===== config.mk =====
export PLATFORM = sky130hd
export DESIGN_NAME = fixed_step_tick_scheduler
export DESIGN_NICKNAME = d
export VERILOG_FILES = /design/src/fsts_pkg.sv /design/src/fixed_step_tick_scheduler.sv /design/src/fsts_cfg.sv /design/src/fsts_div.sv
export SDC_FILE = /design/constraint.sdc
export NUM_CORES = 2
export LEC_CHECK = 0
export ABC_AREA = 1
export ABC_CLOCK_PERIOD_IN_PS = 7600
export BUFFER_PORTS_ARGS = -buffer_cell sky130_fd_sc_hd__buf_2
export CORE_ASPECT_RATIO = 1.75
export CORE_MARGIN = 5
export CORE_UTILIZATION = 60
export DETAILED_ROUTE_END_ITERATION = 6
export HOLD_SLACK_MARGIN = 0.08
export PLACE_DENSITY = 0.77
export SLEW_MARGIN = 25
export SYNTH_ARGS = -nofsm -noshare
export SYNTH_HDL_FRONTEND = slang
export SYNTH_SLANG_ARGS = --single-unit
export TNS_END_PERCENT = 20

===== constraint.sdc =====
create_clock -name clk_i -period 7.6 [get_ports clk_i]
set_input_delay 0.76 -clock clk_i [delete_from_list [all_inputs] [get_ports clk_i]]
set_output_delay 0.76 -clock clk_i [all_outputs]
set_load 0.02 [all_outputs]

===== src/fsts_pkg.sv =====
`timescale 1ns / 1ps
`default_nettype none

package fsts_pkg;

  localparam int TIME_BITS  = 32;
  localparam int FRAC_BITS  = 8;
  localparam int SPEED_FRAC = 8;

  localparam int NOW_W      = 32;
  localparam int SPEED_W    = 16;
  localparam int PERIOD_W   = 24;
  localparam int CAP_W      = 8;
  localparam int BANK_W     = 48;
  localparam int ALPHA_W    = 17;
  localparam int ALPHA_FRAC = 16;
  localparam int ACTION_W   = 2;

  localparam int STEP_W     = PERIOD_W + FRAC_BITS;
  localparam int PROD_W     = TIME_BITS + SPEED_W;
  localparam int DIV_NUM_W  = (BANK_W > STEP_W + ALPHA_FRAC) ? BANK_W : STEP_W + ALPHA_FRAC;
  localparam int DIV_DEN_W  = (STEP_W > SPEED_W) ? STEP_W : SPEED_W;
  localparam int DIV_CNT_W  = $clog2(DIV_NUM_W + 1);

  localparam int SCALE_UP   = (FRAC_BITS > SPEED_FRAC) ? FRAC_BITS - SPEED_FRAC : 0;
  localparam int SCALE_DOWN = (FRAC_BITS < SPEED_FRAC) ? SPEED_FRAC - FRAC_BITS : 0;

  localparam int CFG_IDX_W  = 2;
  localparam int CFG_DATA_W = PERIOD_W;

  localparam logic [CFG_IDX_W-1:0] CFG_STEP_PERIOD = 2'd0;
  localparam logic [CFG_IDX_W-1:0] CFG_MAX_UPDATES = 2'd1;

  localparam logic [PERIOD_W-1:0] PERIOD_RESET = 24'd16667;
  localparam logic [CAP_W-1:0]    CAP_RESET    = 8'd6;
  localparam logic [SPEED_W-1:0]  SPEED_ONE    = SPEED_W'(1) << SPEED_FRAC;
  localparam logic [ALPHA_W-1:0]  ALPHA_ONE    = ALPHA_W'(1) << ALPHA_FRAC;

  typedef enum logic [ACTION_W-1:0] {
    ACT_REQUEST = 2'd0,
    ACT_END     = 2'd1,
    ACT_SPEED   = 2'd2,
    ACT_RESTART = 2'd3
  } fsts_action_e;

  typedef struct packed {
    logic [STEP_W-1:0]    step_ticks;
    logic [DIV_NUM_W-1:0] step_num;
    logic [CAP_W-1:0]     max_updates;
  } fsts_cfg_t;

  typedef struct packed {
    logic                 start;
    logic [DIV_NUM_W-1:0] dividend;
    logic [DIV_DEN_W-1:0] divisor;
  } fsts_div_req_t;

  typedef struct packed {
    logic                 done;
    logic [DIV_NUM_W-1:0] quotient;
    logic [DIV_DEN_W-1:0] remainder;
  } fsts_div_rsp_t;

  // elapsed * speed (Q8.8) into bank ticks, saturating
  function automatic logic [BANK_W-1:0] fsts_scale(input logic [PROD_W-1:0] prod);
    logic [63:0] wide;
    wide = 64'(prod);
    if ((wide >> (BANK_W - SCALE_UP)) != 64'd0) begin
      fsts_scale = '1;
    end else begin
      fsts_scale = BANK_W'((wide << SCALE_UP) >> SCALE_DOWN);
    end
  endfunction

endpackage

`default_nettype wire


===== src/fixed_step_tick_scheduler.sv =====
// Fixed-step tick scheduler: every accepted request yields exactly one result. A request
// that needs no division (alpha is a full step) goes from accept to result without the
// divider; one that banks time, grants a step and then computes alpha makes two passes
// through the shared restoring divider. A held result adds its stall time.
// in_stall_o stays high from accept until the result is loaded into the output register.
// The divider serves the step advance (step / speed), the end-of-loop remainder and the
// interpolation alpha. Time is in ticks with 8 fraction bits, speed is Q8.8, alpha Q1.16.
`timescale 1ns / 1ps
`default_nettype none

module fixed_step_tick_scheduler (
  input  wire logic                            clk_i,
  input  wire logic                            rst_ni,
  input  wire logic                            cfg_we_i,
  input  wire logic [fsts_pkg::CFG_IDX_W-1:0]  cfg_idx_i,
  input  wire logic [fsts_pkg::CFG_DATA_W-1:0] cfg_data_i,
  input  wire logic                            in_valid_i,
  output logic                                 in_stall_o,
  input  wire logic [fsts_pkg::ACTION_W-1:0]   action_i,
  input  wire logic [fsts_pkg::NOW_W-1:0]      now_time_i,
  input  wire logic signed [fsts_pkg::SPEED_W-1:0] speed_value_i,
  output logic                                 out_valid_o,
  input  wire logic                            out_stall_i,
  output logic                                 update_granted_o,
  output logic [fsts_pkg::ALPHA_W-1:0]         interp_alpha_o,
  output logic [fsts_pkg::BANK_W-1:0]          local_time_o,
  output logic [fsts_pkg::CAP_W-1:0]           updates_in_loop_o
);
  import fsts_pkg::*;

  localparam int ST_W = 4;
  localparam logic [ST_W-1:0] S_IDLE       = 4'd0;
  localparam logic [ST_W-1:0] S_ACC_MUL    = 4'd1;
  localparam logic [ST_W-1:0] S_ACC_ADD    = 4'd2;
  localparam logic [ST_W-1:0] S_CHECK      = 4'd3;
  localparam logic [ST_W-1:0] S_STEP_WAIT  = 4'd4;
  localparam logic [ST_W-1:0] S_MOD_WAIT   = 4'd5;
  localparam logic [ST_W-1:0] S_ALPHA      = 4'd6;
  localparam logic [ST_W-1:0] S_ALPHA_WAIT = 4'd7;
  localparam logic [ST_W-1:0] S_DONE       = 4'd8;

  fsts_cfg_t     cfg;
  fsts_div_req_t div_req;
  fsts_div_rsp_t div_rsp;

  logic [ST_W-1:0]      state_q, state_d;
  logic [TIME_BITS-1:0] last_q, last_d;
  logic [BANK_W-1:0]    bank_q, bank_d;
  logic [BANK_W-1:0]    sim_q, sim_d;
  logic [CAP_W-1:0]     count_q, count_d;
  logic                 open_q, open_d;
  logic [SPEED_W-1:0]   speed_q, speed_d;
  logic                 out_valid_q, out_valid_d;

  logic [ACTION_W-1:0]  act_q, act_d;
  logic [NOW_W-1:0]     now_q, now_d;
  logic [SPEED_W-1:0]   sv_q, sv_d;
  logic [PROD_W-1:0]    prod_q, prod_d;
  logic                 granted_q, granted_d;
  logic [ALPHA_W-1:0]   alpha_q, alpha_d;
  logic                 out_load;

  logic                 out_granted_q;
  logic [ALPHA_W-1:0]   out_alpha_q;
  logic [BANK_W-1:0]    out_time_q;
  logic [CAP_W-1:0]     out_count_q;

  logic [TIME_BITS-1:0] delta;
  logic                 delta_pos;
  logic                 bank_ge;
  logic [BANK_W-1:0]    add;
  logic [BANK_W:0]      bank_sum;

  fsts_cfg u_cfg (
    .clk_i      (clk_i),
    .rst_ni     (rst_ni),
    .cfg_we_i   (cfg_we_i),
    .cfg_idx_i  (cfg_idx_i),
    .cfg_data_i (cfg_data_i),
    .cfg_o      (cfg)
  );

  fsts_div u_div (
    .clk_i  (clk_i),
    .rst_ni (rst_ni),
    .req_i  (div_req),
    .rsp_o  (div_rsp)
  );

  assign delta     = TIME_BITS'(now_q) - last_q;
  assign delta_pos = (delta != '0) && !delta[TIME_BITS-1];
  assign bank_ge   = bank_q >= BANK_W'(cfg.step_ticks);
  assign add       = fsts_scale(prod_q);
  assign bank_sum  = {1'b0, bank_q} + {1'b0, add};

  assign in_stall_o = (state_q != S_IDLE);

  always_comb begin
    state_d     = state_q;
    last_d      = last_q;
    bank_d      = bank_q;
    sim_d       = sim_q;
    count_d     = count_q;
    open_d      = open_q;
    speed_d     = speed_q;
    act_d       = act_q;
    now_d       = now_q;
    sv_d        = sv_q;
    prod_d      = prod_q;
    granted_d   = granted_q;
    alpha_d     = alpha_q;
    out_load    = 1'b0;
    out_valid_d = out_valid_q && out_stall_i;
    div_req     = '0;

    case (state_q)
      S_IDLE: begin
        if (in_valid_i) begin
          act_d     = action_i;
          now_d     = now_time_i;
          sv_d      = speed_value_i;
          granted_d = 1'b0;
          case (action_i)
            ACT_REQUEST: begin
              state_d = open_q ? S_CHECK : S_ACC_MUL;
            end
            ACT_END: begin
              count_d = '0;
              open_d  = 1'b0;
              if ((count_q >= cfg.max_updates) && bank_ge) begin
                div_req.start    = 1'b1;
                div_req.dividend = DIV_NUM_W'(bank_q);
                div_req.divisor  = DIV_DEN_W'(cfg.step_ticks);
                state_d          = S_MOD_WAIT;
              end else begin
                state_d = S_ALPHA;
              end
            end
            ACT_SPEED: begin
              state_d = S_ACC_MUL;
            end
            ACT_RESTART: begin
              last_d  = TIME_BITS'(now_time_i);
              sim_d   = BANK_W'(TIME_BITS'(now_time_i)) << FRAC_BITS;
              bank_d  = '0;
              count_d = '0;
              open_d  = 1'b0;
              state_d = S_ALPHA;
            end
            default: ;
          endcase
        end
      end
      S_ACC_MUL: begin
        prod_d  = delta_pos ? PROD_W'(delta) * PROD_W'(speed_q) : '0;
        last_d  = TIME_BITS'(now_q);
        state_d = S_ACC_ADD;
      end
      S_ACC_ADD: begin
        bank_d = bank_sum[BANK_W] ? '1 : bank_sum[BANK_W-1:0];
        if (act_q == ACT_REQUEST) begin
          open_d  = 1'b1;
          state_d = S_CHECK;
        end else begin
          // negative speed freezes
          speed_d = sv_q[SPEED_W-1] ? '0 : sv_q;
          state_d = S_ALPHA;
        end
      end
      S_CHECK: begin
        if ((count_q < cfg.max_updates) && (speed_q != '0) && bank_ge) begin
          bank_d           = bank_q - BANK_W'(cfg.step_ticks);
          count_d          = count_q + CAP_W'(1);
          granted_d        = 1'b1;
          div_req.start    = 1'b1;
          div_req.dividend = cfg.step_num;
          div_req.divisor  = DIV_DEN_W'(speed_q);
          state_d          = S_STEP_WAIT;
        end else begin
          state_d = S_ALPHA;
        end
      end
      S_STEP_WAIT: begin
        if (div_rsp.done) begin
          sim_d   = sim_q + BANK_W'(div_rsp.quotient);
          state_d = S_ALPHA;
        end
      end
      S_MOD_WAIT: begin
        if (div_rsp.done) begin
          bank_d  = BANK_W'(div_rsp.remainder);
          state_d = S_ALPHA;
        end
      end
      S_ALPHA: begin
        if (bank_ge) begin
          alpha_d = ALPHA_ONE;
          state_d = S_DONE;
        end else begin
          div_req.start    = 1'b1;
          div_req.dividend = DIV_NUM_W'(bank_q) << ALPHA_FRAC;
          div_req.divisor  = DIV_DEN_W'(cfg.step_ticks);
          state_d          = S_ALPHA_WAIT;
        end
      end
      S_ALPHA_WAIT: begin
        if (div_rsp.done) begin
          alpha_d = ALPHA_W'(div_rsp.quotient[ALPHA_FRAC-1:0]);
          state_d = S_DONE;
        end
      end
      S_DONE: begin
        if (!out_valid_q || !out_stall_i) begin
          out_load    = 1'b1;
          out_valid_d = 1'b1;
          state_d     = S_IDLE;
        end
      end
      default: begin
        state_d = S_IDLE;
      end
    endcase
  end

  always_ff @(posedge clk_i or negedge rst_ni) begin
    if (!rst_ni) begin
      state_q     <= S_IDLE;
      last_q      <= '0;
      bank_q      <= '0;
      sim_q       <= '0;
      count_q     <= '0;
      open_q      <= 1'b0;
      speed_q     <= SPEED_ONE;
      out_valid_q <= 1'b0;
    end else begin
      state_q     <= state_d;
      last_q      <= last_d;
      bank_q      <= bank_d;
      sim_q       <= sim_d;
      count_q     <= count_d;
      open_q      <= open_d;
      speed_q     <= speed_d;
      out_valid_q <= out_valid_d;
    end
  end

  always_ff @(posedge clk_i) begin
    act_q     <= act_d;
    now_q     <= now_d;
    sv_q      <= sv_d;
    prod_q    <= prod_d;
    granted_q <= granted_d;
    alpha_q   <= alpha_d;
    if (out_load) begin
      out_granted_q <= granted_q;
      out_alpha_q   <= alpha_q;
      out_time_q    <= sim_q;
      out_count_q   <= count_q;
    end
  end

  assign out_valid_o       = out_valid_q;
  assign update_granted_o  = out_granted_q;
  assign interp_alpha_o    = out_alpha_q;
  assign local_time_o      = out_time_q;
  assign updates_in_loop_o = out_count_q;

endmodule

`default_nettype wire


===== src/fsts_cfg.sv =====
`timescale 1ns / 1ps
`default_nettype none

module fsts_cfg (
  input  wire logic                           clk_i,
  input  wire logic                           rst_ni,
  input  wire logic                           cfg_we_i,
  input  wire logic [fsts_pkg::CFG_IDX_W-1:0]  cfg_idx_i,
  input  wire logic [fsts_pkg::CFG_DATA_W-1:0] cfg_data_i,
  output fsts_pkg::fsts_cfg_t                  cfg_o
);
  import fsts_pkg::*;

  logic [PERIOD_W-1:0] period_q;
  logic [CAP_W-1:0]    cap_q;
  logic [PERIOD_W-1:0] period_eff;

  always_ff @(posedge clk_i or negedge rst_ni) begin
    if (!rst_ni) begin
      period_q <= PERIOD_RESET;
      cap_q    <= CAP_RESET;
    end else if (cfg_we_i) begin
      case (cfg_idx_i)
        CFG_STEP_PERIOD: period_q <= cfg_data_i[PERIOD_W-1:0];
        CFG_MAX_UPDATES: cap_q    <= cfg_data_i[CAP_W-1:0];
        default: ;
      endcase
    end
  end

  // zero period counts as one
  assign period_eff = (period_q == '0) ? PERIOD_W'(1) : period_q;

  assign cfg_o.step_ticks  = STEP_W'(period_eff) << FRAC_BITS;
  assign cfg_o.step_num    = DIV_NUM_W'(period_eff) << (SPEED_FRAC + FRAC_BITS);
  assign cfg_o.max_updates = cap_q;

endmodule

`default_nettype wire


===== src/fsts_div.sv =====
`timescale 1ns / 1ps
`default_nettype none

// restoring divider, one quotient bit per cycle
module fsts_div (
  input  wire logic           clk_i,
  input  wire logic           rst_ni,
  input  wire fsts_pkg::fsts_div_req_t req_i,
  output fsts_pkg::fsts_div_rsp_t rsp_o
);
  import fsts_pkg::*;

  logic [DIV_NUM_W-1:0] quo_q;
  logic [DIV_DEN_W-1:0] rem_q;
  logic [DIV_DEN_W-1:0] den_q;
  logic [DIV_CNT_W-1:0] cnt_q;
  logic                 busy_q;
  logic                 done_q;

  logic [DIV_DEN_W:0]   trial;
  logic [DIV_DEN_W:0]   diff;
  logic                 fits;

  assign trial = {rem_q, quo_q[DIV_NUM_W-1]};
  assign diff  = trial - {1'b0, den_q};
  assign fits  = trial >= {1'b0, den_q};

  always_ff @(posedge clk_i or negedge rst_ni) begin
    if (!rst_ni) begin
      busy_q <= 1'b0;
      done_q <= 1'b0;
      cnt_q  <= '0;
    end else if (req_i.start) begin
      busy_q <= 1'b1;
      done_q <= 1'b0;
      cnt_q  <= DIV_CNT_W'(DIV_NUM_W);
    end else if (busy_q) begin
      cnt_q <= cnt_q - DIV_CNT_W'(1);
      if (cnt_q == DIV_CNT_W'(1)) begin
        busy_q <= 1'b0;
        done_q <= 1'b1;
      end
    end else begin
      done_q <= 1'b0;
    end
  end

  always_ff @(posedge clk_i) begin
    if (req_i.start) begin
      quo_q <= req_i.dividend;
      den_q <= req_i.divisor;
      rem_q <= '0;
    end else if (busy_q) begin
      quo_q <= {quo_q[DIV_NUM_W-2:0], fits};
      rem_q <= fits ? diff[DIV_DEN_W-1:0] : trial[DIV_DEN_W-1:0];
    end
  end

  assign rsp_o.done      = done_q;
  assign rsp_o.quotient  = quo_q;
  assign rsp_o.remainder = rem_q;

endmodule

`default_nettype wire


==> results by group <==
Run status
  • Status: finished, violations left
  • Failing checks: design-rule violations

Timing
  • Hold Fails Final Rpt: 0
  • Max Clock Freq: 0.1351 GHz
  • Worst clock skew: 0.03601 ns
  • Tmin final: 7.400 ns
  • Final critical-path setup slack: 0.1997 ns
  • RSZ-0062 raised after global routing: yes
  • Crit share post-route: 97.37%
  • Fin. max-slew vios: 0
  • Slew headroom: 36.11%
  • Final setup fails: 0
  • Hold slack: 0.2805 ns
  • Worst Tran Pin Value: 0.9525 ns

Global routing
  • GRT Overall Usage: 42.65%
  • Vias in the first global route: 49840
  • Total gr overflow: 0
  • Initial antenna violation count: 6
  • Top Usage Layer GRT: met2
  • GRT met1 Usage: 43.43%
  • Met2 global-route usage: 72.39%
  • Largest net degree at the start of global routing: 79
  • M3 GR Usage: 8.433%
  • First-pass GRT wire length: 289600 um

Final layout
  • Post-layout nets: 7998
  • Final core utilization: 67.92%
  • Finished Cell Area: 56280 um2
  • Area Overhead vs Synth: 12.75%
  • Share of cells above drive strength 1: 10.29%
  • Filler cell count: 7152
  • Antenna Cells: 0

Floorplan
  • Initial Util: 60.24%
  • Core ar.: 82850 um2
  • Die span in x: 228.0 um
  • FP Rows: 140
  • Vert. Die Dim: 391.6 um
  • Full die area: 89290 um2
  • I/O Pins: 157

Synth
  • Syn Inst Count: 6823
  • Proportion of synthesized area in mux cells: 0%
  • Adder-Cell Fraction of Synth Area: 24.33%
  • XOR/XNOR Fraction of Synth Area: 2.156%
  • Compound-Gate Fraction of Synth Area: 9.789%
  • Post-synth design cell area: 49910 um2
  • Async S/R FF share, synth: 39.48%
  • Post-synthesis simple-gate area fraction: 25.75%
  • Yosys warns: 0
  • Synth unique cells: 54
  • Main flop type after synthesis: edfxtp_1
  • Yosys reg bits: 499
  • Sequential cell area fraction in the yosys report: 27.43%
  • Mapped Nets: 7638
  • Largest family of logic cells by synthesized area: simple AND/OR/NAND/NOR gates
  • Mean Syn Cell Area: 7.316 um2
  • EDFF count, synth: 270

Setup path
  • Crit path max fanout: 6
  • Reg-to-reg critical path endpoint: add[45]
  • WP buf/inv: 8
  • Crit. End Element: flip-flop
  • Crit path launch type: flip-flop
  • Worst r2r src: now_q[0]
  • Family with the most delay on the worst path: adder cells
  • Worst path most repeated cell: inv_1
  • CP required: 7.96 ns
  • R2r setup slk: 0.20 ns
  • Register-to-Register Path Depth: 32
  • CP Class: flip-flop to flip-flop
  • CP max stage cell: fa_1
  • Max incr delay on CP: 0.58 ns
  • Arr. time, crit path: 7.76 ns

Detailed routing
  • ANT nets after route: 0
  • Wire per inst: 23.49 um
  • Final wirelength: 194700 um
  • Drt via density: 5.923
  • First-pass detailed-route iteration total: 7
  • Via count: 49080
  • DRC: 7
  • Starting DRT DRC Count: 4601

CTS
  • Clock Tree Buf Depth: 3
  • Clock Pin Slew Worst Setup and Hold Paths: 0.07 ns
  • TritonCTS buffer count: 48
  • H-tree depth: 2
  • Root Buffer: clkbuf_16
  • Clock Latency Late Sink: 0.65 ns
  • CTS tree: built
  • Clk sinks: 499

Placed design
  • Final RePlAce weighted congestion: 1.081
  • Pre-CTS WS: -0.1860 ns
  • PortBufs: 156
  • Placed Area: 53870 um2
  • DP HPWL: 158500 um

Hold path
  • Hold depth: 1
  • Worst hold path endpoint: sv_q[13]
  • Hold Startpoint: speed_value_i[13]
  • HP Class: input pin to flip-flop

Run
  • Max cap viols: 0
==> routing by layer <==
layer	up-vias	routed length, um
li1	22210	-
met1	23070	60700
met2	2755	93130
met3	1033	16020
met4	4	24820
met5	-	30
==> logic make-up after synthesis <==
family	count (synthesis)
buffers and inverters	1381
flip-flops	499
adder cells (fa/ha/maj)	734
AO/OA/AOI/OAI	884
XOR/XNOR	122
AND/OR/NAND/NOR	3203
==> area by class of cell <==
| cell class | count | area, um2 | share of cell area (%) |
|---|---|---|---|
| multi-input combinational | 4943 | 31690 | 56.32 |
| sequential | 499 | 13690 | 24.33 |
| inverter | 1219 | 4594 | 8.164 |
| timing repair buffer | 472 | 3323 | 5.905 |
| tap | 1065 | 1333 | 2.368 |
| clock buffer | 57 | 1255 | 2.230 |
| clock inverter | 32 | 389.1 | 0.6914 |
==> repair_timing <==
| item | CTS | global route |
|---|---|---|
| setup endpoints to repair | 9 | 30 |
| resized for setup | 10 | 165 |
| hold buffers | 1 | 0 |
| pin swaps | 0 | 19 |
| endpoints found under the hold margin | 22 | 0 |
| setup buffers | 1 | 6 |
==> state kept, by name (all words and copies together), names as in the netlist, 2 cells and up <==
signal             cells
add                   48
act_q                  2
state_q                4
count_q                8
now_q                 32
interp_alpha_o        17
alpha_q               17
u_div.quo_q           48
u_div.rem_q           32
speed_q               15
updates_in_loop_o      8
sv_q                  16
u_cfg.cap_q            8
bank_q                48
last_q                32
u_div.den_q           32
local_time_o          48
u_cfg.period_q        24
u_div.cnt_q            6
sim_q                 48
==> Yosys cell counts, types with 4 or more instances <==
cell      number  area (um2)
a21oi_1      338        1692
edfxtp_1     270        8108
nor2_2         5       31.28
clkinv_1      21       78.83
nor4_1        18       112.6
clkbuf_1     124       465.5
nor3_1        38       190.2
xnor2_1       46       402.9
dfxtp_1       32       640.6
nor3b_1        4       30.03
nor2_1       907        3405
nand4_1       65       406.6
dfstp_2        9       236.5
o21bai_1      29       217.7
buf_1          7       26.28
o21ai_1        4       20.02
a21boi_0      10       75.07
xor2_1        75       656.9
dfrtp_1      188        4705
a21o_1        23       172.7
o22ai_1       56       350.3
nand2_1     1810        6794
o21a_1        17       127.6
or2_2          7       43.79
ha_1         340        4254
a31oi_1       62       387.9
inv_2         10       37.54
o221ai_1       8       70.07
inv_1       1188        4459
nand3b_1      18       135.1
nand3_1      305        1526
nand2_2        5       31.28
fa_1         394        7888
buf_2         21       105.1
and2_1        11       68.82
buf_6          6       67.56
o211ai_1      19       142.6
o21ai_0      307        1536
==> worst max-delay path by stage <==
stage / to / start / cells after the start
finish: add[45] / now_q[0] / 32
floorplan: add[35] / now_q[0] / 31
global route: add[44] / last_q[0] / 35
global placement: add[41] / now_q[19] / 32
CTS: add[45] / now_q[0] / 32
detailed placement: add[41] / last_q[0] / 35
==> metrics by stage <==
| step | TNS, ns | cells |
|---|---|---|
| 2_1_floorplan | 0 | 6823 |
| 4_1_cts | 0 | 8281 |
| 5_1_grt | -0.3332 | 8287 |
| 6_report | 0 | 8287 |
| 3_3_place_gp | -0.1417 | 8189 |
| 3_5_place_dp | -0.2967 | 8190 |
==> cell usage in the layout, fill, tap and decap left out, types with 17 or more instances in the layout <==
| cell | Yosys | final |
|---|---|---|
| inv_1 | 1188 | 1178 |
| clkinv_1 | 21 | 21 |
| edfxtp_1 | 270 | 270 |
| nand3_1 | 305 | 299 |
| a31oi_1 | 62 | 60 |
| buf_4 | 3 | 301 |
| ha_1 | 340 | 310 |
| a21oi_1 | 338 | 327 |
| fa_2 | 0 | 18 |
| clkbuf_16 | 0 | 48 |
| o22ai_1 | 56 | 56 |
| nor2_2 | 5 | 29 |
| o211ai_1 | 19 | 19 |
| dfrtp_1 | 188 | 188 |
| nor2_1 | 907 | 873 |
| nand2_1 | 1810 | 1793 |
| o21bai_1 | 29 | 27 |
| inv_2 | 10 | 19 |
| dfxtp_1 | 32 | 32 |
| buf_2 | 21 | 155 |
| xor2_1 | 75 | 74 |
| nand4_1 | 65 | 65 |
| ha_4 | 0 | 21 |
| o21ai_1 | 4 | 18 |
| o21a_1 | 17 | 17 |
| o21ai_0 | 307 | 291 |
| nand2_2 | 5 | 17 |
| a21o_1 | 23 | 23 |
| xnor2_1 | 46 | 46 |
| fa_1 | 394 | 376 |
| nor3_1 | 38 | 31 |
| nand3b_1 | 18 | 18 |
Power is left out: the tool's default activity adds up to more than one toggle a clock period on the data nets, which glitch-free logic cannot reach.
